==> config.mk <==
export PLATFORM = sky130hd
export DESIGN_NAME = rope_ram
export DESIGN_NICKNAME = d
export VERILOG_FILES = /design/src/design/rope_pkg.sv /design/src/design/rope_ram.sv
export SDC_FILE = /design/constraint.sdc
export NUM_CORES = 2
export LEC_CHECK = 0
export BUFFER_PORTS_ARGS = -buffer_cell sky130_fd_sc_hd__buf_2
export CAP_MARGIN = 20
export CORE_MARGIN = 4
export CORE_UTILIZATION = 31
export DETAILED_ROUTE_END_ITERATION = 16
export GPL_TIMING_DRIVEN = 0
export HOLD_SLACK_MARGIN = 0.12
export PLACE_DENSITY_LB_ADDON = 0.08
export SYNTH_ARGS = -nofsm -noshare
export SYNTH_HDL_FRONTEND = slang
export SYNTH_SLANG_ARGS = --single-unit
==> constraint.sdc <==
create_clock -name clk_i -period 4.75 [get_ports clk_i]
set_clock_uncertainty 0.1 [all_clocks]
set_input_delay 1.1875 -clock clk_i [delete_from_list [all_inputs] [get_ports clk_i]]
set_output_delay 1.1875 -clock clk_i [all_outputs]
set_load 0.01 [all_outputs]
==> src/design/rope_pkg.sv <==
`default_nettype none

package rope_pkg;

  localparam int DEF_MAX_VECTOR      = 256;
  localparam int DEF_SAMPLE_BITS     = 16;
  localparam int DEF_ANGLE_FRAC_BITS = 14;

  localparam int ANGLE_BITS       = 16;
  localparam int INDEX_BITS       = 8;
  localparam int TABLE_INDEX_BITS = 7;
  localparam int LENGTH_BITS      = 9;
  localparam int QUEUE_DEPTH      = 4;
  localparam int PADDR_BITS       = 3;
  localparam int PDATA_BITS       = 32;

  localparam logic [LENGTH_BITS-1:0] LENGTH_RESET = 9'd128;

  typedef enum logic {
    REG_ROTATION_MODE = 1'b0,
    REG_VECTOR_LENGTH = 1'b1
  } rope_reg_e;

  typedef enum logic {
    MODE_SEPARATED   = 1'b0,
    MODE_INTERLEAVED = 1'b1
  } rope_mode_e;

  typedef enum logic {
    OP_TABLE   = 1'b0,
    OP_ELEMENT = 1'b1
  } rope_op_e;

  // Pair of result positions travelling alongside the data path
  typedef struct packed {
    logic                  valid;
    logic [INDEX_BITS-1:0] idx0;
    logic [INDEX_BITS-1:0] idx1;
  } rope_tag_t;

  typedef struct packed {
    logic ang_we;
    logic part_we;
  } rope_wr_t;

  function automatic int addr_bits(input int depth);
    return (depth > 1) ? $clog2(depth) : 1;
  endfunction

endpackage

`default_nettype wire

==> src/design/rope_ram.sv <==
`default_nettype none

module rope_ram #(
  parameter int WIDTH = 16,
  parameter int DEPTH = 128
) (
  input  logic                                    clk_i,
  input  logic                                    we_i,
  input  logic [rope_pkg::addr_bits(DEPTH)-1:0]   waddr_i,
  input  logic [WIDTH-1:0]                        wdata_i,
  input  logic [rope_pkg::addr_bits(DEPTH)-1:0]   raddr_i,
  output logic [WIDTH-1:0]                        rdata_o
);
  logic [WIDTH-1:0] mem_q [DEPTH];
  logic [WIDTH-1:0] rdata_q;

  always_ff @(posedge clk_i) begin
    if (we_i) begin
      mem_q[waddr_i] <= wdata_i;
    end
    rdata_q <= mem_q[raddr_i];
  end

  assign rdata_o = rdata_q;

endmodule

`default_nettype wire

# After elaboration in Yosys (flattened, before gate mapping)
# Memory sizes are Yosys's and may differ from the RTL's. A register that Yosys moved wholly into a read port is not among the register bits.
# Index checks and enable logic that the tools add are counted.
[totals]
ff_bits = 0
latch_bits = 0
ramBits = 2048
romBits = 0
output_inout_bits = 16
n_memories = 1
[classes]
add_sub_neg = 0
n_mul = 0
n_div = 0
n_lt_le_gt_ge = 0
n_eq_ne = 0
shift = 0
muxes = 2
bitwise = 0
reduce_logical = 0
[mem_list]
columns = ["memory", "depth", "width", "read_ports", "rd_ports_with_merged_regs", "wr", "line", "source"]
rows = [
  ["mem_q", 128, 16, 1, 1, 1, "rope_ram.sv:14", "logic [WIDTH-1:0] mem_q [DEPTH];"],
]
[ops]
columns = ["cell", "n"]
rows = [
  ["$mux 1", 2],
]

# Longest topological paths before layout
[logic_depth]
ltp_word = 2
mapped_depth = 7
depth_no_buf = 4

# Least setup slack after synthesis
# Ideal clock, no wire load.
[synth_path]
path_kind = "input to register"
from = "in raddr_i[0] (netlist bit)"
to = "reg rdata_q[0], in the netlist rdata_o[0], read port of mem_q"
setup_time_ps = 121
arrival_ps = 3562
t_required_ps = 4529
setup_slack_ps = 967
stages = 6
n_path_buf = 2
cell_sequence = "buf_2 > buf_1 > mux4_2 > mux4_2 > mux4_2 > mux2_2"
[synth_rtl]
columns = ["item", "line", "source"]
rows = [
  ["start, declared", "rope_ram.sv:11", "input logic [rope_pkg::addr_bits(DEPTH)-1:0] raddr_i,"],
  ["end, declared", "rope_ram.sv:15", "logic [WIDTH-1:0] rdata_q;"],
]

==> impl_metrics.tcl <==
set metrics [dict create \
    dr.pass1.iters 5 \
    grt_max_degree 110 \
    rows 184 \
    synth_most_common_cell "edfxtp_1" \
    synth_top_area_cell "edfxtp_1" \
    power_frac_comb_pct 5.7 \
    area_growth_pct 18.67 \
    core_area_um2 251600 \
    cts_buffer_depth 3 \
    synth-seq-area-share_pct 78.73 \
    die_w_um 511.3 \
    rsz0062_at_grt "false" \
    max_freq_ghz 0.2156 \
    synthFlopType "edfxtp_1" \
    fin_nets 3526 \
    dp_hpwl_um 164800 \
    cp.required_ns 5.39 \
    max_slew_margin_pct 24.09 \
    switching_share_pct 21.85 \
    via_per_inst 5.083 \
    end_kind "flip-flop" \
    power_mw 39.05 \
    synthCells 3086 \
    grt_pass1_vias 37420 \
    grt_overflow 0 \
    gp_congestion 0.7757 \
    h-tree-depth 4 \
    path_class "in2reg" \
    drcViolationCount 0 \
    drt_iter0_drc 3750 \
    totalWireLength_um 234400 \
    insertion_delay_ns 0.88 \
    synth-seq-cells 2064 \
    worst_pin_slew_ns 1.139 \
    ys_types 17 \
    synth_area_um2 78520 \
    ys.warnings.count 0 \
    arrival_ns 5.27 \
    clock_power_share_pct 42.8 \
    numCtsBuffers 218 \
    drive_above_1_share_pct 37.81 \
    synth_nets 3118 \
    cts_setup_buffers 0 \
    finalSetupViolCount 0 \
    synth.top_cells.by_area "edfxtp_1, mux4_2, nor2_1" \
    grt_pass1_wl_um 318400 \
    dieArea_um2 261400 \
    synth_edf_count 2048 \
    cts_tree "yes" \
    ir_drop_mv 0.3824 \
    design_area_um2 93180 \
    postSynthAreaPerCell_um2 25.44 \
    post-route-period-util_pct 97.64 \
    slew_violations 0 \
    power.switching_mw 8.531 \
    p_int_mw 30.52 \
    die_h_um 511.3 \
    cts-root-buf "clkbuf_16" \
    portBuffers 37 \
    hold_viol 0 \
    period_minus_slack_ns 4.638 \
    drv_cap 0 \
    drtAntennaViolNets 0 \
    path_max_fanout 10 \
    clock_sinks 2064 \
    io_pins 48 \
    grtUsageTotal_pct 17.79 \
    dr_total_vias 35810 \
    avgRoutedWirePerCell_um 33.27 \
    clk_pin_slew_worst_paths_ns 0.07 \
    outcome "finished, final reports clean" \
    worst_setup_path_start_kind "input pin" \
    initial_core_util_pct 31.21 \
    antenna_found_initial 59 \
    synthTopCellsByCount "edfxtp_1, mux4_2, nor2_1" \
    yosysTopAreaCellShare_pct 78.32 \
    async_reset_ff_share_pct 0 \
    hold_path_class "in2reg" \
    p_seq_share_pct 51.6 \
    fin_tns_setup_ns 0 \
    leakage_nw 28.32 \
    placed_area_um2 86010 \
    p_per_area_nw_per_um2 419.1 \
]
worst max-delay path, stage by stage:
cell	delay [ns]
clkbuf_1	0.55
clkbuf_1	0.48
buf_8	0.23
buf_1	0.79
mux4_2	0.45
mux4_2	0.53
mux4_2	0.64
mux2_2	0.35
power groups by stage:
stage               sequential, mW  clock (mW)  combinational [mW]
floorplan                     20.5           0               0.984
global placement              20.6           0                2.12
finish                        20.1        16.7                2.21
CTS                           20.1        17.2                2.27
detailed placement            20.5           0                2.27
global route                  20.1        17.9                2.32
flip-flops by register name (all words and copies together) (netlist names):
signal,count
mem_q,2048
rdata_o,16
final timing paths:
kind	from	endpoint	slack [ns]	depth (start not counted)
max	raddr_i[2]	rdata_o[10]$_DFF_P_	0.11	8
min	wdata_i[2]	mem_q[29][2]$_DFFE_PP_	0.59	1
max reg2reg	mem_q[84][6]$_DFFE_PP_	rdata_o[6]$_DFF_P_	1.94	4
min reg2reg	mem_q[109][7]$_DFFE_PP_	rdata_o[7]$_DFF_P_	1.11	4
stage by stage:
step           hold slack, ns  worst slack, ns  utilization (%)  std cells
2_1_floorplan          0.9737           0.9674                -       3086
5_1_grt                0.5427          0.06463            37.02       7029
4_1_cts                0.5027          0.05545            36.99       7023
6_report               0.5872           0.1122            37.03       7045
3_5_place_dp            1.093           -1.103            34.18       6618
3_3_place_gp            1.121           -2.134            32.94       6471
routing by layer:
layer,global-route usage (%),up-vias,wire (um)
met2,29.50,1268,115400
met5,0,-,27
li1,-,14380,-
met4,4.394,4,5160
met3,2.810,279,14410
met1,24.66,19880,99370
what timing repair did:
item | CTS | global route
endpoints found under the hold margin | 0 | 0
setup endpoints to repair | 5 | 0
hold buffers | 0 | 0
gates resized for setup | 4 | 0
placed cells by master, fill, tap and decap left out, types with 3 or more instances in the layout:
cell,count
clkbuf_16,220
nor2_1,3
buf_6,30
nand2_1,14
buf_4,7
inv_6,7
buf_8,85
clkinv_16,4
buf_1,26
clkinvlp_4,6
dfxtp_1,16
nor3_2,9
mux2_2,16
clkinv_1,54
buf_16,40
nor2b_1,7
buf_12,7
clkinv_2,47
edfxtp_1,2048
clkbuf_1,101
mux4_2,672
nor2_2,119
nand3_1,12
bufinv_16,20
clkinv_4,4
diode_2,18
clkinv_8,3
clkbuf_2,14
nand4_1,3
buf_2,74
final cells by class:
cell class / instances / area (um^2)
Timing Repair Buffer: 188 / 2994
Clock inverter: 150 / 1413
Multi-Input combinational cell: 858 / 16350
Sequential cell: 2064 / 61820
Fill cell: 22530 / 158400
Buffer: 164 / 719.4
Clock buffer: 255 / 5648
Antenna cell: 18 / 45.04
Tap cell: 3348 / 4189
logic make-up after synthesis:
group                  share of synthesized area, %
muxes                                         19.50
and+or+nand+nor                              0.8875
DFF                                           78.73
buffers and inverters                        0.8812
Power figures use the tool's default switching activity.
