--- src/design/rope_pkg.sv ---
`default_nettype none

package rope_pkg;

  localparam int DEF_MAX_VECTOR      = 256;
  localparam int DEF_SAMPLE_BITS     = 16;
  localparam int DEF_ANGLE_FRAC_BITS = 14;

  localparam int ANGLE_BITS       = 16;
  localparam int INDEX_BITS       = 8;
  localparam int TABLE_INDEX_BITS = 7;
  localparam int LENGTH_BITS      = 9;
  localparam int QUEUE_DEPTH      = 4;
  localparam int PADDR_BITS       = 3;
  localparam int PDATA_BITS       = 32;

  localparam logic [LENGTH_BITS-1:0] LENGTH_RESET = 9'd128;

  typedef enum logic {
    REG_ROTATION_MODE = 1'b0,
    REG_VECTOR_LENGTH = 1'b1
  } rope_reg_e;

  typedef enum logic {
    MODE_SEPARATED   = 1'b0,
    MODE_INTERLEAVED = 1'b1
  } rope_mode_e;

  typedef enum logic {
    OP_TABLE   = 1'b0,
    OP_ELEMENT = 1'b1
  } rope_op_e;

  // Pair of result positions travelling alongside the data path
  typedef struct packed {
    logic                  valid;
    logic [INDEX_BITS-1:0] idx0;
    logic [INDEX_BITS-1:0] idx1;
  } rope_tag_t;

  typedef struct packed {
    logic ang_we;
    logic part_we;
  } rope_wr_t;

  function automatic int addr_bits(input int depth);
    return (depth > 1) ? $clog2(depth) : 1;
  endfunction

endpackage

`default_nettype wire

--- src/design/rope_seq.sv ---
`default_nettype none

module rope_seq #(
  parameter int MAX_VECTOR = rope_pkg::DEF_MAX_VECTOR
) (
  input  logic                                            clk_i,
  input  logic                                            rst_ni,
  input  logic                                            clear_i,
  input  logic                                            accept_i,
  input  rope_pkg::rope_op_e                              op_i,
  input  logic [rope_pkg::TABLE_INDEX_BITS-1:0]           table_index_i,
  input  rope_pkg::rope_mode_e                            mode_i,
  input  logic [$clog2(MAX_VECTOR+1)-1:0]                 len_i,
  output rope_pkg::rope_wr_t                              wr_o,
  output logic [rope_pkg::addr_bits(MAX_VECTOR/2)-1:0]    ang_addr_o,
  output logic [rope_pkg::addr_bits(MAX_VECTOR/2)-1:0]    pair_addr_o,
  output rope_pkg::rope_tag_t                             tag_o
);
  import rope_pkg::*;

  localparam int TableDepth = MAX_VECTOR / 2;
  localparam int AW = addr_bits(TableDepth);
  localparam int CW = addr_bits(MAX_VECTOR);
  localparam int LW = $clog2(MAX_VECTOR + 1);

  logic [CW-1:0] cnt_q, cnt_d;
  logic [LW-1:0] pos, half;
  logic          elem, wrap, first;
  logic [CW-1:0] j, p0;

  always_comb begin
    elem  = accept_i && (op_i == OP_ELEMENT);
    pos   = LW'(cnt_q);
    half  = len_i >> 1;
    wrap  = (pos + LW'(1)) == len_i;
    cnt_d = cnt_q;
    if (clear_i) begin
      cnt_d = '0;
    end else if (elem) begin
      cnt_d = wrap ? '0 : cnt_q + CW'(1);
    end
  end

  // Work out pairing: first element of a pair is parked, second triggers the rotation
  always_comb begin
    first = 1'b0;
    j     = cnt_q;
    p0    = cnt_q;
    unique case (mode_i)
      MODE_SEPARATED: begin
        first = pos < half;
        j     = first ? cnt_q : CW'(pos - half);
        p0    = j;
      end
      MODE_INTERLEAVED: begin
        first = ~cnt_q[0];
        j     = cnt_q >> 1;
        p0    = cnt_q & ~CW'(1);
      end
    endcase
  end

  always_comb begin
    wr_o.ang_we  = accept_i && (op_i == OP_TABLE) && (int'(table_index_i) < TableDepth);
    wr_o.part_we = elem && first;
    tag_o.valid  = elem && !first;
    tag_o.idx0   = INDEX_BITS'(p0);
    tag_o.idx1   = INDEX_BITS'(cnt_q);
    ang_addr_o   = AW'(table_index_i);
    pair_addr_o  = AW'(j);
  end

  always_ff @(posedge clk_i or negedge rst_ni) begin
    if (!rst_ni) begin
      cnt_q <= '0;
    end else begin
      cnt_q <= cnt_d;
    end
  end

endmodule

`default_nettype wire

--- config.mk ---
export PLATFORM = sky130hd
export DESIGN_NAME = rope_seq
export DESIGN_NICKNAME = d
export VERILOG_FILES = /design/src/design/rope_pkg.sv /design/src/design/rope_seq.sv
export SDC_FILE = /design/constraint.sdc
export NUM_CORES = 1
export LEC_CHECK = 0
export ABC_CLOCK_PERIOD_IN_PS = 3200
export BUFFER_PORTS_ARGS = -buffer_cell sky130_fd_sc_hd__clkbuf_2
export CAP_MARGIN = 5
export CELL_PAD_IN_SITES_DETAIL_PLACEMENT = 0
export CELL_PAD_IN_SITES_GLOBAL_PLACEMENT = 1
export CORE_AREA = 8 8 62 90
export CTS_CLUSTER_SIZE = 25
export DETAILED_ROUTE_END_ITERATION = 7
export DIE_AREA = 0 0 70 98
export GPL_TIMING_DRIVEN = 0
export MAX_ROUTING_LAYER = met4
export PLACE_DENSITY = 0.87
export REMOVE_ABC_BUFFERS = 1
export SYNTH_ARGS = -nofsm -noshare
export SYNTH_HDL_FRONTEND = slang
export SYNTH_SLANG_ARGS = --single-unit
--- constraint.sdc ---
create_clock -name clk_i -period 3.2 [get_ports clk_i]
set_input_delay 0.64 -clock clk_i [delete_from_list [all_inputs] [get_ports clk_i]]
set_output_delay 0.64 -clock clk_i [all_outputs]
set_load 0.03 [all_outputs]
After elaboration in Yosys (flattened, before gate mapping)
Index checks and enable logic that the tools add are counted.
{"block": "word_totals", "register_bits": 8, "elab_cells": 22}
{"block": "op_classes", "n_eq_ne": 1, "addsub": 3, "reduce_logical": 6, "muxes": 7, "bitwise": 3, "order_cmp": 1}
{"op": "$mux W8", "n": 4}
{"op": "$pmux W8 S2", "n": 1}
{"op": "$pmux W7 S2", "n": 1}
{"op": "$add A8 B1 Y9 const B", "n": 1}
{"op": "$eq A9 B9 Y1", "n": 1}
{"op": "$add A8 B1 Y8 const B", "n": 1}
{"op": "$lt A8 B8 Y1", "n": 1}
{"op": "$sub A8 B8 Y8", "n": 1}
{"op": "$logic_and A1 B1 Y1", "n": 4}
{"op": "$not A1 Y1", "n": 3}
{"op": "$pmux W1 S2", "n": 1}
{"op": "$reduce_bool A2 Y1", "n": 1}
{"op": "$logic_not A1 Y1", "n": 1}

Logic depth before layout (Yosys ltp)
{"block": "logic_depth", "ltp_word": 5, "ltp_mapped": 10}

Least setup slack after synthesis
OpenSTA, ideal clock, no wires.
{"block": "synth_timing", "kind": "register to output", "from": "register cnt_q[0]", "to": "output port tag_o[13] in the netlist's numbering", "n_path_buf": 1, "arrival_time_ps": 3227, "stages_incl_launch_ff": 10, "setup_slack_ps": -667, "required_ps": 2560, "path_cell_list": "dfrtp_1 > inv_1 > ha_1 > fa_1 > nor2b_1 > o21ai_0 > a21o_1 > a21o_1 > buf_2 > o41ai_1"}
{"element": "from (decl)", "line": "rope_seq.sv:26", "text": "logic [CW-1:0] cnt_q, cnt_d;"}
{"element": "from (signal assigned)", "line": "rope_seq.sv:77", "text": "cnt_q <= cnt_d;"}
{"element": "to (decl)", "line": "rope_seq.sv:17", "text": "output rope_pkg::rope_tag_t tag_o"}

==> run summary <==
- 0.35 ns — maximum cell stage delay along the critical path
- 237 nW/um^2 — power density over cell area
- 55 — num ports
- 3 — number of buffer and inverter stages on the critical path
- 37.7% — Net Sw Frac
- clkbuf_8 — master cell of the clock root buffer
- 4.42 mm — final wirelength
- 7.56 um^2 — Mean Syn Cell Area
- 7.51% — share of synthesized area spent on multiplexers
- 0.773 — GPL Wtd Cong
- 5 — worst reg-to-reg path cell count
- 249 — nets@finish
- 30.7% — Area Growth Syn to Fin
- 8 — Clock Sink Count
- simple AND/OR/NAND/NOR gates — combinational family with the most area after synthesis
- 1400 um^2 — post-synthesis cell area
- 28.4% — Clock power frac
- 0 — # Max-Cap Violations
- 0 — number of synthesized flops with an enable pin
- setup timing — violations in the final reports
- -0.00846 ns — min setup slack post-route
- 34.4% — share of final-layout standard cells stronger than drive strength 1
- 1 — number of levels in the clock H-tree
- 0 — antenna diode count
- 9.48% — Post-Synth Adder-Cell Area
- 4350 um^2 — core region area
- 14.3% — sequential-to-total area share from yosys stat
- cnt_q — register name with the most flops
- cnt_q[1] — destination of the worst register-to-register timing path
- 0 — number of max-slew violations in the final report
- in2out — startpoint-to-endpoint class of the critical path
- true — setup repair after global routing missed its margin
- 65.9% — relative max-transition margin
- 0 — initial antenna violation count
- 0.512 ns — Tightest Pin Transition
- 6860 um^2 — Die Area
- 8 — max reg flops
- 0.000300 ns — Worst Skew
- 49 — Netlist cell types
- 30 — number of rows in the core area
- output port — sort of element at the end of the critical path
- fa_2 — critical path's slowest cell
- 1514 — via count of the routed design
- 2 — largest buffer count on any clock path
- 26.5% — relative contribution of sequential cells to total power
- buf_8 -> ha_4 -> fa_2 -> nor2b_2 -> o21ai_2 -> a21o_1 -> a211oi_4 -> buf_6 -> mux2_4 -> buf_8 — cells along the critical path
- 70 um — Die Span X
- 1565 — number of global-route vias before repair
- 4 — iteration count of the initial detailed-routing pass
- dfrtp_1 — leading register cell type out of synthesis
- 0.91 ns — setup slack of the worst register-to-register path
- 45.1% — relative contribution of combinational cells to total power
- 7.33 mm — wire length of the first global-routing pass
- 8 — register bit total from synthesis
- cnt_q[3] — worst reg2reg path startpoint
- 0.04 ns — clock slew at the register clock pins of the worst setup and hold paths
- 0.194 mV — IR drop worst, VDD
- 5 — crit-path max FO
- primary input — startpoint kind of the worst setup timing path
- 185 — number of cells produced by synthesis
- 32.1% — initial core utilization
- 0.256 ns — post-route worst hold slack
- 60 — violation count after the first detailed-route iteration
- yes — clock tree from TritonCTS
- 0.312 GHz — Highest Clock Rate
- 3.21 ns — clock period minus final worst setup slack
- 18 — pin count of the biggest net entering global routing
- 0 — Hold Fails Final Rpt
- 0 — number of warnings issued by yosys
- cnt_q x8 — biggest regs
- 0.000270 W — Internal Pwr Total
- 12.7% — Total Routing Usage GR
- 98 um — height of the chip
- 0 — sum of overflow across all layers after global routing
- 0.841 nW — leakage power figure
- 5.76 — Vias per Instance
- buf_8 — dominant cell type by count on the critical path
- 100% — part of the cycle the worst path needs
- 100% — post-synthesis async set-or-reset flop share
- 3 — CTS Buf Count
- 2.57 ns — Arr. time, crit path
- 16.8 um — post-DR wirelength/cell
- 40 — PortBufs
- 7.51% — xor/xnor share of the synthesized area
- compound AO/OA/AOI/OAI gates — top cell family by delay on the critical path
- 0 — DRC violations left
- 3 — setup violators final
- 0.000163 W — reported net switching power
- 0 — remaining antenna violation count
- 26.3% — simple-gate area share of the yosys netlist
- 42.0% — post-route core utilization
- 0.23 ns — later-pin clock latency in the skew report
- finished with violations — outcome
- 2.56 ns — Critical Path RT
- 3.19 mm — total half-perimeter wirelength after legalization and detailed placement
- 0 — CTS Hold Buffers Added
- in2async — Hold Path Class
- 24.0% — Synth Area in Compound Gates
==> metal layers <==
metal | share of wire (%) | global-route usage (%) | vias up
li1 | - | - | 729
met5 | 0 | - | -
met1 | 39 | 12.7 | 727
met2 | 55 | 23.4 | 45
met4 | 2.3 | 4.50 | 0
met3 | 3.7 | 2.54 | 13
==> power groups by stage <==
stage | combinational (W) | clock (W) | sequential (W)
floorplan | 0.000102 | 0 | 0.000122
global placement | 0.000158 | 0 | 0.000117
detailed placement | 0.000161 | 0 | 0.000118
CTS | 0.000190 | 0.000124 | 0.000115
global route | 0.000212 | 0.000132 | 0.000116
finish | 0.000195 | 0.000123 | 0.000115
==> cells in the final DEF, fill, tap and decap left out, drive strengths merged, types with 5 or more instances in the layout <==
master  synthesis  layout
o21ai          20      20
a21o            4       5
buf            13      17
xnor2           8       8
inv            12      12
a21oi           5       5
dfrtp           8       8
clkbuf          6      31
ha              9       9
nor2b           6       6
nor3            7       7
nand2          13      13
mux2i           6       6
nor2            9       9
nand3           5       5
==> synthesized netlist by cell type, drive strengths merged (5+ instances only) <==
master	instances	area share, %
nor3	7	2.5
a21oi	5	1.8
nand2	13	3.5
nor2b	6	2.7
ha	9	8.1
mux2i	6	4.3
inv	12	3.2
xnor2	8	5.0
o21ai	20	7.2
nor2	9	2.4
buf	13	6.1
dfrtp	8	14
clkbuf	6	1.6
nand3	5	2.1
==> how the worst max path moves through the flow <==
| stage | start | endpoint | depth (start not counted) |
|---|---|---|---|
| finish | len_i[1] | tag_o[10] | 10 |
| global route | len_i[1] | tag_o[10] | 10 |
| CTS | len_i[1] | tag_o[10] | 10 |
| detailed placement | len_i[1] | tag_o[10] | 9 |
| global placement | len_i[1] | tag_o[10] | 9 |
| floorplan | cnt_q[0] | tag_o[13] | 8 |
==> metrics by stage <==
stage	cell area (um^2)	setup slack (ns)	total power (W)	TNS [ns]	instances
floorplan	1290	-0.611	0.000223	-3.48	166
global placement	1550	-0.453	0.000275	-5.70	254
detailed placement	1550	-0.465	0.000279	-5.85	254
CTS	1800	-0.102	0.000428	-0.585	263
global route	1830	-0.0708	0.000460	-0.503	263
finish	1830	-0.00846	0.000433	-0.0119	263
==> kinds of logic after synthesis <==
logic type,count (synthesis)
mux,10
compound gates,49
simple gates,65
xor+xnor,12
flops,8
fa+ha+maj,10
buf+inv,31
==> area by class of cell <==
| class | instances | area [um^2] |
|---|---|---|
| Clock buffer | 3 | 41.3 |
| Fill cell | 469 | 2530 |
| Inverter | 12 | 45.0 |
| Multi-Input combinational cell | 147 | 1130 |
| Sequential cell | 8 | 204 |
| Tap cell | 48 | 60.1 |
| Timing Repair Buffer | 45 | 343 |
==> timing repair <==
item | in CTS | in global routing
cloned | 1 | 0
endpoints found under the setup margin | 17 | 17
resized for setup | 43 | 17
pin swaps | 7 | 6
setup buffers | 5 | 0
(Power assumes the default switching activity.)
