### src/design/rope_pkg.sv
`default_nettype none

package rope_pkg;

  localparam int DEF_MAX_VECTOR      = 256;
  localparam int DEF_SAMPLE_BITS     = 16;
  localparam int DEF_ANGLE_FRAC_BITS = 14;

  localparam int ANGLE_BITS       = 16;
  localparam int INDEX_BITS       = 8;
  localparam int TABLE_INDEX_BITS = 7;
  localparam int LENGTH_BITS      = 9;
  localparam int QUEUE_DEPTH      = 4;
  localparam int PADDR_BITS       = 3;
  localparam int PDATA_BITS       = 32;

  localparam logic [LENGTH_BITS-1:0] LENGTH_RESET = 9'd128;

  typedef enum logic {
    REG_ROTATION_MODE = 1'b0,
    REG_VECTOR_LENGTH = 1'b1
  } rope_reg_e;

  typedef enum logic {
    MODE_SEPARATED   = 1'b0,
    MODE_INTERLEAVED = 1'b1
  } rope_mode_e;

  typedef enum logic {
    OP_TABLE   = 1'b0,
    OP_ELEMENT = 1'b1
  } rope_op_e;

  // Pair of result positions travelling alongside the data path
  typedef struct packed {
    logic                  valid;
    logic [INDEX_BITS-1:0] idx0;
    logic [INDEX_BITS-1:0] idx1;
  } rope_tag_t;

  typedef struct packed {
    logic ang_we;
    logic part_we;
  } rope_wr_t;

  function automatic int addr_bits(input int depth);
    return (depth > 1) ? $clog2(depth) : 1;
  endfunction

endpackage

`default_nettype wire

### src/design/rope_math.sv
`default_nettype none

module rope_math #(
  parameter int SAMPLE_BITS     = rope_pkg::DEF_SAMPLE_BITS,
  parameter int ANGLE_FRAC_BITS = rope_pkg::DEF_ANGLE_FRAC_BITS
) (
  input  logic                                      clk_i,
  input  logic                                      rst_ni,
  input  rope_pkg::rope_tag_t                       tag_i,
  input  logic signed [SAMPLE_BITS-1:0]             a_i,
  input  logic signed [SAMPLE_BITS-1:0]             b_i,
  input  logic signed [rope_pkg::ANGLE_BITS-1:0]    c_i,
  input  logic signed [rope_pkg::ANGLE_BITS-1:0]    s_i,
  output rope_pkg::rope_tag_t                       tag_o,
  output logic signed [SAMPLE_BITS-1:0]             val0_o,
  output logic                                      clip0_o,
  output logic signed [SAMPLE_BITS-1:0]             val1_o,
  output logic                                      clip1_o
);
  import rope_pkg::*;

  localparam int PW = SAMPLE_BITS + ANGLE_BITS;
  localparam int RW = ((PW > ANGLE_FRAC_BITS) ? PW : ANGLE_FRAC_BITS) + 2;
  localparam int SW = RW + 1;
  localparam logic signed [RW-1:0] RND_HALF = RW'(1) <<< (ANGLE_FRAC_BITS - 1);

  rope_tag_t             tag_q;
  logic signed [PW-1:0]  ac_q, bs_q, bc_q, as_q;
  logic signed [SW-1:0]  sum0, sum1;

  // Round to nearest, ties upward, then drop the fraction bits
  function automatic logic signed [RW-1:0] round_prod(input logic signed [PW-1:0] p);
    logic signed [RW-1:0] w;
    w = RW'(p) + RND_HALF;
    return w >>> ANGLE_FRAC_BITS;
  endfunction

  function automatic logic [SAMPLE_BITS:0] saturate(input logic signed [SW-1:0] v);
    logic [SW-SAMPLE_BITS:0] upper;
    upper = v[SW-1:SAMPLE_BITS-1];
    if ((&upper) || !(|upper)) begin
      return {1'b0, v[SAMPLE_BITS-1:0]};
    end else if (v[SW-1]) begin
      return {1'b1, 1'b1, {(SAMPLE_BITS-1){1'b0}}};
    end else begin
      return {1'b1, 1'b0, {(SAMPLE_BITS-1){1'b1}}};
    end
  endfunction

  always_ff @(posedge clk_i or negedge rst_ni) begin
    if (!rst_ni) begin
      tag_q <= '0;
    end else begin
      tag_q <= tag_i;
    end
  end

  always_ff @(posedge clk_i) begin
    ac_q <= PW'(a_i * c_i);
    bs_q <= PW'(b_i * s_i);
    bc_q <= PW'(b_i * c_i);
    as_q <= PW'(a_i * s_i);
  end

  always_comb begin
    sum0 = SW'(round_prod(ac_q)) - SW'(round_prod(bs_q));
    sum1 = SW'(round_prod(bc_q)) + SW'(round_prod(as_q));
    {clip0_o, val0_o} = saturate(sum0);
    {clip1_o, val1_o} = saturate(sum1);
    tag_o = tag_q;
  end

endmodule

`default_nettype wire

### config.mk
export PLATFORM = sky130hd
export DESIGN_NAME = rope_math
export DESIGN_NICKNAME = d
export VERILOG_FILES = /design/src/design/rope_pkg.sv /design/src/design/rope_math.sv
export SDC_FILE = /design/constraint.sdc
export NUM_CORES = 2
export LEC_CHECK = 0
export BUFFER_PORTS_ARGS = -buffer_cell sky130_fd_sc_hd__buf_2
export CORE_MARGIN = 3
export CORE_UTILIZATION = 50
export DETAILED_ROUTE_END_ITERATION = 7
export PLACE_DENSITY = 0.63
export SETUP_SLACK_MARGIN = 0.2
export SYNTH_ARGS = -nofsm -noshare
export SYNTH_HDL_FRONTEND = slang
export SYNTH_SLANG_ARGS = --single-unit
### constraint.sdc
create_clock -name clk_i -period 6.3 [get_ports clk_i]
set_input_delay 1.575 -clock clk_i [delete_from_list [all_inputs] [get_ports clk_i]]
set_output_delay 1.575 -clock clk_i [all_outputs]
set_load 0.05 [all_outputs]
* After elaboration in Yosys (flattened, before gate mapping) *
Cells that the tools add are included.

storage, ports and cells
  memories = 0
  flip-flop bits (word level) = 145
  input bits = 83
  output and inout bits = 51
  memory bits (writable) = 0
  latch bits = 0
  logic and storage cells = 29
  bits in read-only memories = 0

operators by class
  divide/modulo/power cells = 0
  bitwise operators = 0
  add/subtract/negate cells = 6
  reductions and logical operators = 8
  equality and inequality tests = 0
  multipliers = 4
  muxes and demuxes = 4
  shift operators = 0
  order comparisons = 0

operator list
  operator                                                          count
  32-bit by 15-bit adder with 33-bit output, second input constant  4
  16-bit by 16-bit multiplier with 32-bit output                    4
  20-bit AND reduction                                              2
  20-bit OR reduction                                               2
  17-bit 2-to-1 mux                                                 2
  16-bit 2-to-1 mux                                                 2
  19-bit by 19-bit adder with 20-bit output                         1
  19-bit by 19-bit subtractor with 20-bit output                    1
  1-bit zero test                                                   2
  1-bit logical OR                                                  2

* Depth between registers and ports, before layout *
  depth after elaboration = 6
  mapped depth = 25
  gate-level depth less buffers = 24

* Worst setup path before layout *
Ideal clock, no wire load.

  path type = in2reg
  from = input port c_i[1] (netlist name)
  to = register bc_q[31]
  required time = 6.228 ns
  stages on the path = 19
  arrival = 7.323 ns
  setup time = 0.072 ns
  path slack = -1.096 ns
  cells stage by stage = clkbuf_1 clkbuf_1 nand2_1 inv_1 fa_1 fa_1 fa_1 fa_1 fa_1 fa_1 ha_1 a21o_1 a21o_1 or3_1 o21ai_0 a31oi_1 a221o_1 a21oi_1 xnor2_1

on the way
  word-level cells in the longest chain between the ends = 1

RTL lines
  what                                            line             source
  start: declaration                              rope_math.sv:12  input logic signed [rope_pkg::ANGLE_BITS-1:0] c_i,
  16-bit by 16-bit multiplier with 32-bit output  rope_math.sv:61  bc_q <= PW'(b_i * c_i);
  end signal: assignment                          rope_math.sv:61
  end: declaration                                rope_math.sv:28  logic signed [PW-1:0] ac_q, bs_q, bc_q, as_q;

No other way between the ends.

* Worst setup path in the final report *
  from = input port a_i[8]
  to = register ac_q[30]

on the way
  word-level cells in the longest chain between the ends = 1

RTL lines
  what                                            line             source
  start: declaration                              rope_math.sv:10  input logic signed [SAMPLE_BITS-1:0] a_i,
  16-bit by 16-bit multiplier with 32-bit output  rope_math.sv:59  ac_q <= PW'(a_i * c_i);
  end signal: assignment                          rope_math.sv:59
  end: declaration                                rope_math.sv:28

No other way between the ends.

==> results by group <==
Placement
  • Post-DP HPWL: 94500 um
  • PortBufs: 133
  • GP Congestion: 0.904
  • Cells after DPL: 6259
  • DP Area: 49100 sq um

Worst setup path
  • CP max FO: 4
  • Critical-path cell with the highest stage delay: fa_1
  • Startpoint types: primary input
  • Crit end category: flip-flop
  • Crit path buf inv count: 8
  • Critical path, cell by cell: buf_12, buf_12, buf_16, and2_4, fa_1, inv_1, fa_1, fa_1, inv_1, fa_1, fa_1, inv_1, fa_1, inv_2, ha_4, o21a_1, o21ai_2, nor2_2, o21ai_2, o22a_1, o21a_1, o211ai_1, buf_4, xor2_1
  • Crit path kind: in2reg
  • Top cell by count, worst path: fa_1
  • Crit-path leading delay family: adder cells
  • CP peak stage delay: 0.59 ns
  • CP required: 6.63 ns
  • Arrival time at the worst endpoint: 7.13 ns

Synth
  • Synth Warn #: 0
  • Top FF cell, synth: dfxtp_1
  • Average size of a mapped cell: 9.19 sq um
  • Synthesized Nets: 6146
  • EDFF count, synth: 0
  • Async S/R FF share, synth: 0.183
  • Distinct cells, synth: 70
  • Seq/Total Area, Yosys: 0.0455
  • Flops & latches, synth: 93
  • Post-Syn Area: 42800 sq um
  • Post-Synthesis Cells: 4659

Timing
  • Fin crit period: 6.80 ns
  • WHS: 1.06 ns
  • F_max: 0.147 GHz
  • Least-Margin Pin Slew: 0.472 ns
  • # setup viols final: 57
  • Max-slew violations: 0
  • RSZ-0062 raised after global routing: true
  • Worst Slack Setup Final: -0.503 ns
  • Fin crit share: 1.08
  • Slew HR: 0.682
  • Fin. Hold Viols: 0

Global route
  • Largest net degree at the start of global routing: 21
  • Met1 GRT Util: 0.368
  • Overall global routing resource usage: 0.279
  • Met3 Use GR: 0.0434
  • Met2 global-route usage: 0.469
  • Initial antenna violation count: 5
  • Grt peak-use layer: met2
  • Global-route wire length before repair: 194000 um
  • GRT overflow: 0
  • Vias in the first global route: 36400

Clocking
  • # hold bufs at CTS: 0
  • Clock sinks: 93
  • CTS Buffer Depth: 2
  • TritonCTS clock tree: yes
  • Clock slew at reported path FFs: 0.09 ns
  • Root Buffer: clkbuf_16
  • Depth of the CTS H-tree: 3
  • TritonCTS buffer count: 9

Finish
  • Layout cells sized above 1: 0.273
  • Area growth, synth to finish: 29.8%
  • Final Instance Area: 55500 sq um
  • Nets: 6875
  • Non-filler cells, final: 6532

Job
  • Max-cap viol count: 0

Floorplanning
  • IO Pins: 134
  • Die width: 299 um
  • Core ar.: 84200 sq um
  • Initial Util: 0.508
  • Die height: 299 um
  • Die area: 89100 sq um
  • Num rows: 106

Outcome
  • Status: finished with violations
  • Violated checks: setup timing

Detailed routing
  • Post-Route WL: 122000 um
  • Detailed Routing Iterations Pass 1: 6
  • Routed vias: 33700
  • DR DRC count: 0
  • Vias per cell: 5.15
  • DR WL/cell: 18.7 um
  • Antenna-violating nets left: 0
  • Initial DRC count: 1705

Min path
  • Hold WC Path Type: in2async
==> routing by layer <==
layer	routed length (um)	vias up
met4	4860	0
met3	8020	220
li1	-	15100
met1	49400	17400
met5	0	-
met2	59700	970
==> synth_stat cells (all sizes together) (2+ instances only) <==
cell type / number / area, sq um
nand2: 530 / 1990
or3: 5 / 31.3
a221o: 2 / 20.0
nand3: 38 / 190
o31ai: 3 / 22.5
and3: 33 / 206
a2111oi: 5 / 56.3
dfrtp: 17 / 425
nor2b: 11 / 68.8
clkbuf: 191 / 718
o21ba: 2 / 20.0
xnor2: 147 / 1290
a211oi: 6 / 50.1
a211o: 3 / 26.3
a41oi: 2 / 17.5
nand4: 23 / 144
and4: 8 / 71.3
a311o: 2 / 20.0
and2: 492 / 3080
nand3b: 6 / 45.0
a221oi: 5 / 56.3
nor2: 108 / 408
nand2b: 35 / 219
fa: 1046 / 20900
o21a: 22 / 165
inv: 1158 / 4350
a21boi: 7 / 52.6
dfxtp: 76 / 1520
buf: 4 / 31.3
a31oi: 8 / 50.1
a21o: 31 / 234
a21oi: 71 / 363
or2: 3 / 18.8
a31o: 2 / 17.5
o21ai: 83 / 442
nor3: 19 / 95.1
o21bai: 6 / 45.0
ha: 358 / 4480
o2111ai: 4 / 35.0
xor2: 58 / 508
o211ai: 12 / 90.1
==> layout by cell type, fill, tap and decap left out, types with 28 or more instances in the layout <==
cell and instances:
inv_1 1076, a21o_1 29, buf_4 573, nand2_2 35
nor2_1 79, buf_8 30, nand2b_1 32, buf_12 91
and2_1 431, nand2_1 480, buf_6 128, xnor2_1 125
inv_2 80, a21oi_2 28, and2_4 61, o21ai_0 43
fa_1 967, nand3_1 35, ha_1 297, buf_2 53
fa_2 79, and3_1 28, xor2_1 47, ha_4 50
dfxtp_1 69
==> sequential cells by signal, summed over array words and instances (netlist names) <==
name,flops
ac_q,19
bc_q,19
tag_o,17
bs_q,19
as_q,19
==> cells by family after synthesis <==
| group | Yosys count | share of synthesized area |
|---|---|---|
| xor gates and xnor gates | 205 | 0.0420 |
| and+or+nand+nor | 1315 | 0.154 |
| buffers and inverters | 1354 | 0.119 |
| DFF | 93 | 0.0455 |
| adders and majority gates | 1404 | 0.594 |
| AOI/OAI and AO/OA | 288 | 0.0453 |
==> area by class of cell <==
cell class | instances | area [sq um]
clock buffer | 9 | 225
tap | 1134 | 1420
fill | 6573 | 28700
antenna | 5 | 12.5
inverter | 1159 | 4360
clock inverter | 7 | 100
sequential | 93 | 1960
multi-input combinational | 3214 | 38300
timing repair buffer | 911 | 9120
==> worst paths after layout <==
| check | to | slack, ns | startpoint | cells past startpoint |
|---|---|---|---|---|
| setup / recovery | ac_q[30] | -0.50 | a_i[8] | 24 |
| hold / removal | tag_o[4] | 1.06 | rst_ni | 1 |
| max in group asynchronous | tag_o[16] | 4.96 | rst_ni | 1 |
| min in group clk_i | tag_o[3] | 1.26 | tag_i[3] | 1 |
==> what timing repair did <==
| action | in CTS | in global routing |
|---|---|---|
| endpoints found under the setup margin | 106 | 107 |
| resized for setup | 583 | 351 |
| hold endpoints to repair | 0 | 0 |
| buffers inserted | 158 | 68 |
| cloned | 20 | 6 |
| pin swaps | 276 | 238 |
==> metrics by stage <==
step                      setup WS, ns  TNS [ns]   util
final                           -0.503    -16.16  0.659
after global routing            -0.693    -25.71  0.659
after CTS                       -0.398     -8.95  0.636
after detailed placement         -1.27    -58.61  0.583
after global placement           -1.18    -56.10  0.583
after floorplan                 -0.536     -9.42      -
Power is not shown: default switching activity piles up to over one toggle a cycle in this logic, so the estimate is an artifact.
