## src/design/rope_pkg.sv

```systemverilog
`default_nettype none

package rope_pkg;

  localparam int DEF_MAX_VECTOR      = 256;
  localparam int DEF_SAMPLE_BITS     = 16;
  localparam int DEF_ANGLE_FRAC_BITS = 14;

  localparam int ANGLE_BITS       = 16;
  localparam int INDEX_BITS       = 8;
  localparam int TABLE_INDEX_BITS = 7;
  localparam int LENGTH_BITS      = 9;
  localparam int QUEUE_DEPTH      = 4;
  localparam int PADDR_BITS       = 3;
  localparam int PDATA_BITS       = 32;

  localparam logic [LENGTH_BITS-1:0] LENGTH_RESET = 9'd128;

  typedef enum logic {
    REG_ROTATION_MODE = 1'b0,
    REG_VECTOR_LENGTH = 1'b1
  } rope_reg_e;

  typedef enum logic {
    MODE_SEPARATED   = 1'b0,
    MODE_INTERLEAVED = 1'b1
  } rope_mode_e;

  typedef enum logic {
    OP_TABLE   = 1'b0,
    OP_ELEMENT = 1'b1
  } rope_op_e;

  // Pair of result positions travelling alongside the data path
  typedef struct packed {
    logic                  valid;
    logic [INDEX_BITS-1:0] idx0;
    logic [INDEX_BITS-1:0] idx1;
  } rope_tag_t;

  typedef struct packed {
    logic ang_we;
    logic part_we;
  } rope_wr_t;

  function automatic int addr_bits(input int depth);
    return (depth > 1) ? $clog2(depth) : 1;
  endfunction

endpackage

`default_nettype wire

```

## src/design/rope_outq.sv

```systemverilog
`default_nettype none

module rope_outq #(
  parameter int SAMPLE_BITS = rope_pkg::DEF_SAMPLE_BITS,
  parameter int DEPTH       = rope_pkg::QUEUE_DEPTH
) (
  input  logic                                 clk_i,
  input  logic                                 rst_ni,
  input  logic                                 push_i,
  input  rope_pkg::rope_tag_t                  tag_i,
  input  logic signed [SAMPLE_BITS-1:0]        val0_i,
  input  logic                                 clip0_i,
  input  logic signed [SAMPLE_BITS-1:0]        val1_i,
  input  logic                                 clip1_i,
  output logic                                 valid_o,
  input  logic                                 ready_i,
  output logic [rope_pkg::INDEX_BITS-1:0]      index_o,
  output logic signed [SAMPLE_BITS-1:0]        value_o,
  output logic                                 clipped_o,
  output logic                                 last_o,
  output logic [$clog2(DEPTH+1)-1:0]           count_o
);
  import rope_pkg::*;

  localparam int PTRW = addr_bits(DEPTH);
  localparam int CNTW = $clog2(DEPTH + 1);

  logic        [INDEX_BITS-1:0]  idx0_q  [DEPTH];
  logic        [INDEX_BITS-1:0]  idx1_q  [DEPTH];
  logic signed [SAMPLE_BITS-1:0] val0_q  [DEPTH];
  logic signed [SAMPLE_BITS-1:0] val1_q  [DEPTH];
  logic                          clip0_q [DEPTH];
  logic                          clip1_q [DEPTH];

  logic [PTRW-1:0] wr_q, wr_d, rd_q, rd_d;
  logic [CNTW-1:0] cnt_q, cnt_d;
  logic            sel_q, sel_d;
  logic            take, pop;

  function automatic logic [PTRW-1:0] bump(input logic [PTRW-1:0] p);
    return (int'(p) == DEPTH - 1) ? '0 : p + PTRW'(1);
  endfunction

  always_comb begin
    valid_o = cnt_q != '0;
    take    = valid_o && ready_i;
    pop     = take && sel_q;
    wr_d    = push_i ? bump(wr_q) : wr_q;
    rd_d    = pop ? bump(rd_q) : rd_q;
    cnt_d   = cnt_q + CNTW'(push_i) - CNTW'(pop);
    sel_d   = take ? ~sel_q : sel_q;
  end

  // Each entry holds both results of a pair; sel picks the first or second
  always_comb begin
    index_o   = sel_q ? idx1_q[rd_q]  : idx0_q[rd_q];
    value_o   = sel_q ? val1_q[rd_q]  : val0_q[rd_q];
    clipped_o = sel_q ? clip1_q[rd_q] : clip0_q[rd_q];
    last_o    = sel_q;
    count_o   = cnt_q;
  end

  always_ff @(posedge clk_i or negedge rst_ni) begin
    if (!rst_ni) begin
      wr_q  <= '0;
      rd_q  <= '0;
      cnt_q <= '0;
      sel_q <= 1'b0;
    end else begin
      wr_q  <= wr_d;
      rd_q  <= rd_d;
      cnt_q <= cnt_d;
      sel_q <= sel_d;
    end
  end

  always_ff @(posedge clk_i) begin
    if (push_i) begin
      idx0_q[wr_q]  <= tag_i.idx0;
      idx1_q[wr_q]  <= tag_i.idx1;
      val0_q[wr_q]  <= val0_i;
      val1_q[wr_q]  <= val1_i;
      clip0_q[wr_q] <= clip0_i;
      clip1_q[wr_q] <= clip1_i;
    end
  end

endmodule

`default_nettype wire

```

## config.mk

```make
export PLATFORM = sky130hd
export DESIGN_NAME = rope_outq
export DESIGN_NICKNAME = d
export VERILOG_FILES = /design/src/design/rope_pkg.sv /design/src/design/rope_outq.sv
export SDC_FILE = /design/constraint.sdc
export NUM_CORES = 1
export LEC_CHECK = 0
export BUFFER_PORTS_ARGS = -buffer_cell sky130_fd_sc_hd__buf_4
export CAP_MARGIN = 20
export CELL_PAD_IN_SITES_DETAIL_PLACEMENT = 1
export CELL_PAD_IN_SITES_GLOBAL_PLACEMENT = 1
export CORE_MARGIN = 4
export CORE_UTILIZATION = 48
export DETAILED_ROUTE_END_ITERATION = 7
export PLACE_DENSITY = 0.82
export SYNTH_ARGS = -nofsm -noshare
export SYNTH_HDL_FRONTEND = slang
export SYNTH_SLANG_ARGS = --single-unit
export TNS_END_PERCENT = 50
```

## constraint.sdc

```tcl
create_clock -name clk_i -period 3.27 [get_ports clk_i]
set_input_delay 0.654 -clock clk_i [delete_from_list [all_inputs] [get_ports clk_i]]
set_output_delay 0.654 -clock clk_i [all_outputs]
set_load 0.005 [all_outputs]
```

* After elaboration in Yosys (flattened, before gate mapping) *
Memory sizes are Yosys's and may differ from the RTL's.
Cells that the tools add are included.

storage, ports and cells
  register bits = 8
  memories = 6
  ROM bits = 0
  latch bits = 0
  input port bits = 55
  logic and storage cells = 27
  RAM bits = 200

cells by class
  mux-type cells = 7
  add/sub/neg operators = 4
  reductions and logical operators = 3
  magnitude comparators = 0
  eq/ne operators = 2
  shift-type cells = 0
  div/mod/pow operators = 0
  bitwise gates (word level) = 1
  multiply operators = 0

memories
  memory   words  width  read ports  clocked after Yosys merged registers in  write ports  line             source
  val0_q   4      16     1           0                                        1            rope_outq.sv:30  logic signed [SAMPLE_BITS-1:0] val0_q [DEPTH];
  val1_q   4      16     1           0                                        1            rope_outq.sv:31  logic signed [SAMPLE_BITS-1:0] val1_q [DEPTH];
  idx0_q   4      8      1           0                                        1            rope_outq.sv:28  logic [INDEX_BITS-1:0] idx0_q [DEPTH];
  idx1_q   4      8      1           0                                        1            rope_outq.sv:29  logic [INDEX_BITS-1:0] idx1_q [DEPTH];
  clip0_q  4      1      1           0                                        1            rope_outq.sv:32  logic clip0_q [DEPTH];
  clip1_q  4      1      1           0                                        1            rope_outq.sv:33  logic clip1_q [DEPTH];

operators with widths
  cell                                                  count
  two-way mux 16 bit                                    1
  two-way mux 8 bit                                     1
  adder 2 x 1 -> 2 bit (second input constant)          2
  equality test 2 x 1 -> 1 bit (second input constant)  2
  two-way mux 2 bit                                     2
  adder 3 x 1 -> 3 bit                                  1
  two-way mux 1 bit                                     3
  nonzero test 3 bit                                    1
  subtractor 3 x 1 -> 3 bit                             1
  logical AND 1 bit                                     2
  inverter 1 bit                                        1

* Logic depth before layout (Yosys ltp) *
  depth in word-level cells = 4
  gate-level depth with buffers = 10
  depth with buffers taken out = 9

* Least setup slack after synthesis *
OpenSTA, ideal clock, no wires.

  kind = reg2reg
  from = register cnt_q[1] (netlist: count_o[1])
  to = register cnt_q[2] (netlist: count_o[2])
  setup slack = 0.968 ns
  cell stages (with the launch flop) = 10
  period minus slack after synthesis = 2.302 ns
  data arrival time = 2.177 ns
  cells stage by stage = dfrtp_1 > o311ai_0 > inv_1 > ha_1 > inv_1 > ha_1 > inv_1 > fa_1 > xnor2_1 > xnor2_1

on the way
  word-level cells in the longest chain between the ends = 4
  elaborated cells on any way between the ends = 5
  classes of those cells = add/sub (2); reduce/logical (3)

RTL lines
  element                    line             source
  from (decl)                rope_outq.sv:36  logic [CNTW-1:0] cnt_q, cnt_d;
  from (signal assigned)     rope_outq.sv:72  cnt_q <= cnt_d;
  nonzero test 3 bit         rope_outq.sv:45  valid_o = cnt_q != '0;
  logical AND 1 bit          rope_outq.sv:46  take = valid_o && ready_i;
  logical AND 1 bit          rope_outq.sv:47  pop = take && sel_q;
  via pop                    rope_outq.sv:38  logic take, pop;
  subtractor 3 x 1 -> 3 bit  rope_outq.sv:50  cnt_d = cnt_q + CNTW'(push_i) - CNTW'(pop);
  via cnt_d[2]               rope_outq.sv:36

The timed path passes the listed nets, and every way through them passes these cells.
A chain may end at the register's enable or synchronous reset.

* Final worst setup path *
  from = register rd_q[0]
  to = output port value_o[4]

on the way
  word-level cells in the longest chain between the ends = 2
  elaborated cells on any way between the ends = 3
  classes of those cells = mux (1); memory (2)

RTL lines
  element                                        line             source
  from (decl)                                    rope_outq.sv:35  logic [PTRW-1:0] wr_q, wr_d, rd_q, rd_d;
  from (signal assigned)                         rope_outq.sv:71  rd_q <= rd_d;
  memory (4 x 16 bit), on equally long branches  --
  two-way mux 16 bit *                           rope_outq.sv:57  value_o = sel_q ? val1_q[rd_q] : val0_q[rd_q];
  to (decl)                                      rope_outq.sv:18  output logic signed [SAMPLE_BITS-1:0] value_o,

Mark *: on every way between the ends. The rest lies on a longest branch, timed or not.

==> metrics.csv <==
stage,metric,value,unit
run,cap_violations,0,
floorplanning,start_util,49.0,%
clocking,path_clk_slew,0.06,ns
floorplanning,dieArea,19100,um2
floorplanning,dieWidth,138,um
clocking,worstSkewPairLatency,0.48,ns
synthesis,seq_area_frac_synth,76.3,%
sta,rsz0062_at_grt,false,
global_route,grt_max_degree,34,
layout,num-fill-cells,1418,
layout,nets,495,
routing,dr.pass1.iters,4,
clocking,postCtsSetupBuffers,0,
sta,relSlewSlack,47.8,%
routing,routedWlPerCell,22.3,um
synthesis,synth_cells,330,
clocking,cts_tree,yes,
synthesis,yosysWarningCount,0,
clocking,ctsHoldBuffers,1,
sta,fin_crit,3.06,ns
critical_path,endpoint_kind,output port,
floorplanning,num_rows,47,
clocking,cts_sinks,208,
pwr,irDropWorstVdd,0.623,mV
layout,seq_area,6210,um2
global_route,grt_pass1_wl,23900,um
outcome,status,"complete, no violations",
routing,detail-route-antenna-nets,0,
routing,drcViolationCount,0,
floorplanning,die_height,138,um
critical_path,crit_fanout,33,
critical_path,critPathTopFamily,multiplexers,
synthesis,ys_seq_elements,208,
pwr,p_clk_share,26.9,%
pwr,power.density,854,nW/um2
critical_path,path_cells,buf_4 -> mux4_1 -> mux2_2 -> buf_4,
pwr,p_comb_share,28.5,%
sta,fin_skew,0.00980,ns
clocking,cts_made_buffers,22,
clocking,clockRootBuffer,clkbuf_16,
routing,detail_route.iter0.violations,201,
critical_path,crit_slowest_cell,mux4_1,
critical_path,cp.required,2.62,ns
synthesis,yosys.cell_types.count,20,
layout,area_delta_synth_final,19.4,%
synthesis,syn-num-nets,393,
global_route,grt_usage,16.0,%
sta,fin_crit_sh,93.5,%
placement,post-place-ws,0.669,ns
worst_hold_path,hold_class,primary input to flip-flop,
global_route,grt_pass1_vias,4127,
layout,final-instance-count-excl-fill,667,
floorplanning,coreArea,16600,um2
critical_path,worstSetupStartpointType,flip-flop,
placement,port_buffers,83,
sta,hold_slack,0.365,ns
placement,finalWeightedCongestion,0.635,
global_route,antenna_found_initial,0,
pwr,p_total,8.29,mW
sta,finalSetupTns,0,ns
pwr,p_int,6.11,mW
placement,hpwl,9570,um
sta,tightest_slew,0.773,ns
pwr,seqPwrFrac,44.6,%
clocking,cts_buffer_depth,3,
global_route,grt_overflow_total,0,
layout,antenna_cells,0,
layout,layout_commonest_cell,edfxtp_1,
sta,setup_viol,0,
layout,layout_common_cells,"edfxtp_1, buf_4, mux4_1",
pwr,p_sw,2.18,mW
critical_path,crit_top_cell,buf_4,
synthesis,synth_area,8130,um2
clocking,ctsResizeCount,0,
sta,max_freq,327,MHz
critical_path,worstPathArrival,2.40,ns
routing,vias,3617,
sta,finalHoldViolCount,0,
critical_path,critical_path_class,flip-flop to output port,
sta,fin_ws,0.213,ns
floorplanning,io_pins,85,
routing,vias_per_cell,5.42,
pwr,leakage,3.44,nW
layout,multi_input_area,1800,um2
placement,placed_cells,627,
layout,drive_gt1_share,36.5,%
clocking,htree_num_levels,1,
sta,report.final.slew_viol_count,0,
critical_path,critPathBufInv,2,
routing,wl,14900,um
critical_path,critPathMaxStageDelay,0.66,ns
pwr,switching_share,26.3,%
synthesis,syn_area_per_cell,24.6,um2
==> path summary, 6_finish.rpt <==
check,startpoint,to,slack (ns),cells past startpoint
worst max-delay path,rd_q[0],value_o[4],0.21,4
worst min-delay path,tag_i[14],idx0_q[2][6],0.36,1
worst max register to register,count_o[1],count_o[2],0.67,9
worst min register to register,count_o[2],count_o[2],0.55,1
max in group asynchronous,rst_ni,last_o,2.61,2
min in group asynchronous,rst_ni,wr_q[0],0.52,2
==> metal layers <==
| metal | vias up | GRT usage [%] | part of all wire (%) |
|---|---|---|---|
| met5 | - | 0 | 0 |
| met4 | 0 | 3.54 | 1.5 |
| met3 | 23 | 3.52 | 5.5 |
| met2 | 100 | 28.3 | 53 |
| met1 | 1867 | 20.4 | 40 |
| li1 | 1627 | - | - |
==> layout make-up <==
| type | instances | area share [%] |
|---|---|---|
| flip-flops and latches | 208 | 64.0 |
| multi-input cells | 100 | 18.6 |
| repair buffers | 93 | 7.61 |
| clock buffers | 31 | 6.34 |
| well taps | 220 | 2.84 |
| clock inverters | 8 | 0.400 |
| inverters | 7 | 0.271 |
==> metrics by stage <==
| step | instance area [um2] | util, % |
|---|---|---|
| finish | 9700 | 58.5 |
| global route | 9700 | 58.5 |
| CTS | 9700 | 58.5 |
| detailed placement | 9040 | 54.5 |
| global placement | 9040 | 54.5 |
| floorplan | 8130 | - |
==> power by group through the flow <==
stage	Clock (mW)	Combinational [mW]	Sequential, mW
2_1_floorplan	0	1.61	3.58
3_3_place_gp	0	2.32	3.72
3_5_place_dp	0	2.43	3.77
4_1_cts	2.30	2.44	3.71
5_1_grt	2.44	2.58	3.75
6_report	2.23	2.37	3.70
==> worst register-to-register path, cell delays in order, from the launching register on <==
cell and delay (ns):
dfrtp_1 0.45, o311ai_0 0.72, inv_1 0.11, ha_1 0.30
inv_1 0.06, ha_1 0.13, inv_1 0.05, fa_1 0.38
xnor2_1 0.19, xnor2_1 0.14
==> sequential cells by signal (all words and copies together) (netlist names) <==
| signal | flops |
|---|---|
| val0_q | 64 |
| val1_q | 64 |
| idx0_q | 32 |
| idx1_q | 32 |
| clip0_q | 4 |
| clip1_q | 4 |
| count_o | 3 |
| rd_q | 2 |
| wr_q | 2 |
| last_o | 1 |
==> cell families after synthesis <==
kind of cell / share of synthesized area, %
xor gates and xnor gates: 0.323
muxes: 19.5
AOI/OAI and AO/OA: 0.323
and+or+nand+nor: 0.585
adders and majority gates: 1.32
buffers and inverters: 1.57
DFF: 76.3
==> cells in the mapped netlist <==
library cell / count / share of area (%)
inv_1: 7 / 0.32
fa_1: 1 / 0.25
nand2_1: 1 / 0.046
mux4_1: 42 / 14
o31ai_1: 1 / 0.092
buf_1: 1 / 0.046
xnor2_1: 3 / 0.32
o311ai_0: 1 / 0.11
buf_6: 6 / 0.83
o21ai_0: 2 / 0.12
mux4_2: 8 / 2.2
or3_1: 1 / 0.077
clkbuf_1: 8 / 0.37
nor2_1: 1 / 0.046
dfrtp_1: 8 / 2.5
edfxtp_1: 200 / 74
ha_1: 7 / 1.1
mux2_2: 27 / 3.7
or3b_2: 1 / 0.11
and2_1: 4 / 0.31
Note: power is estimated with default switching activity, not from simulation.
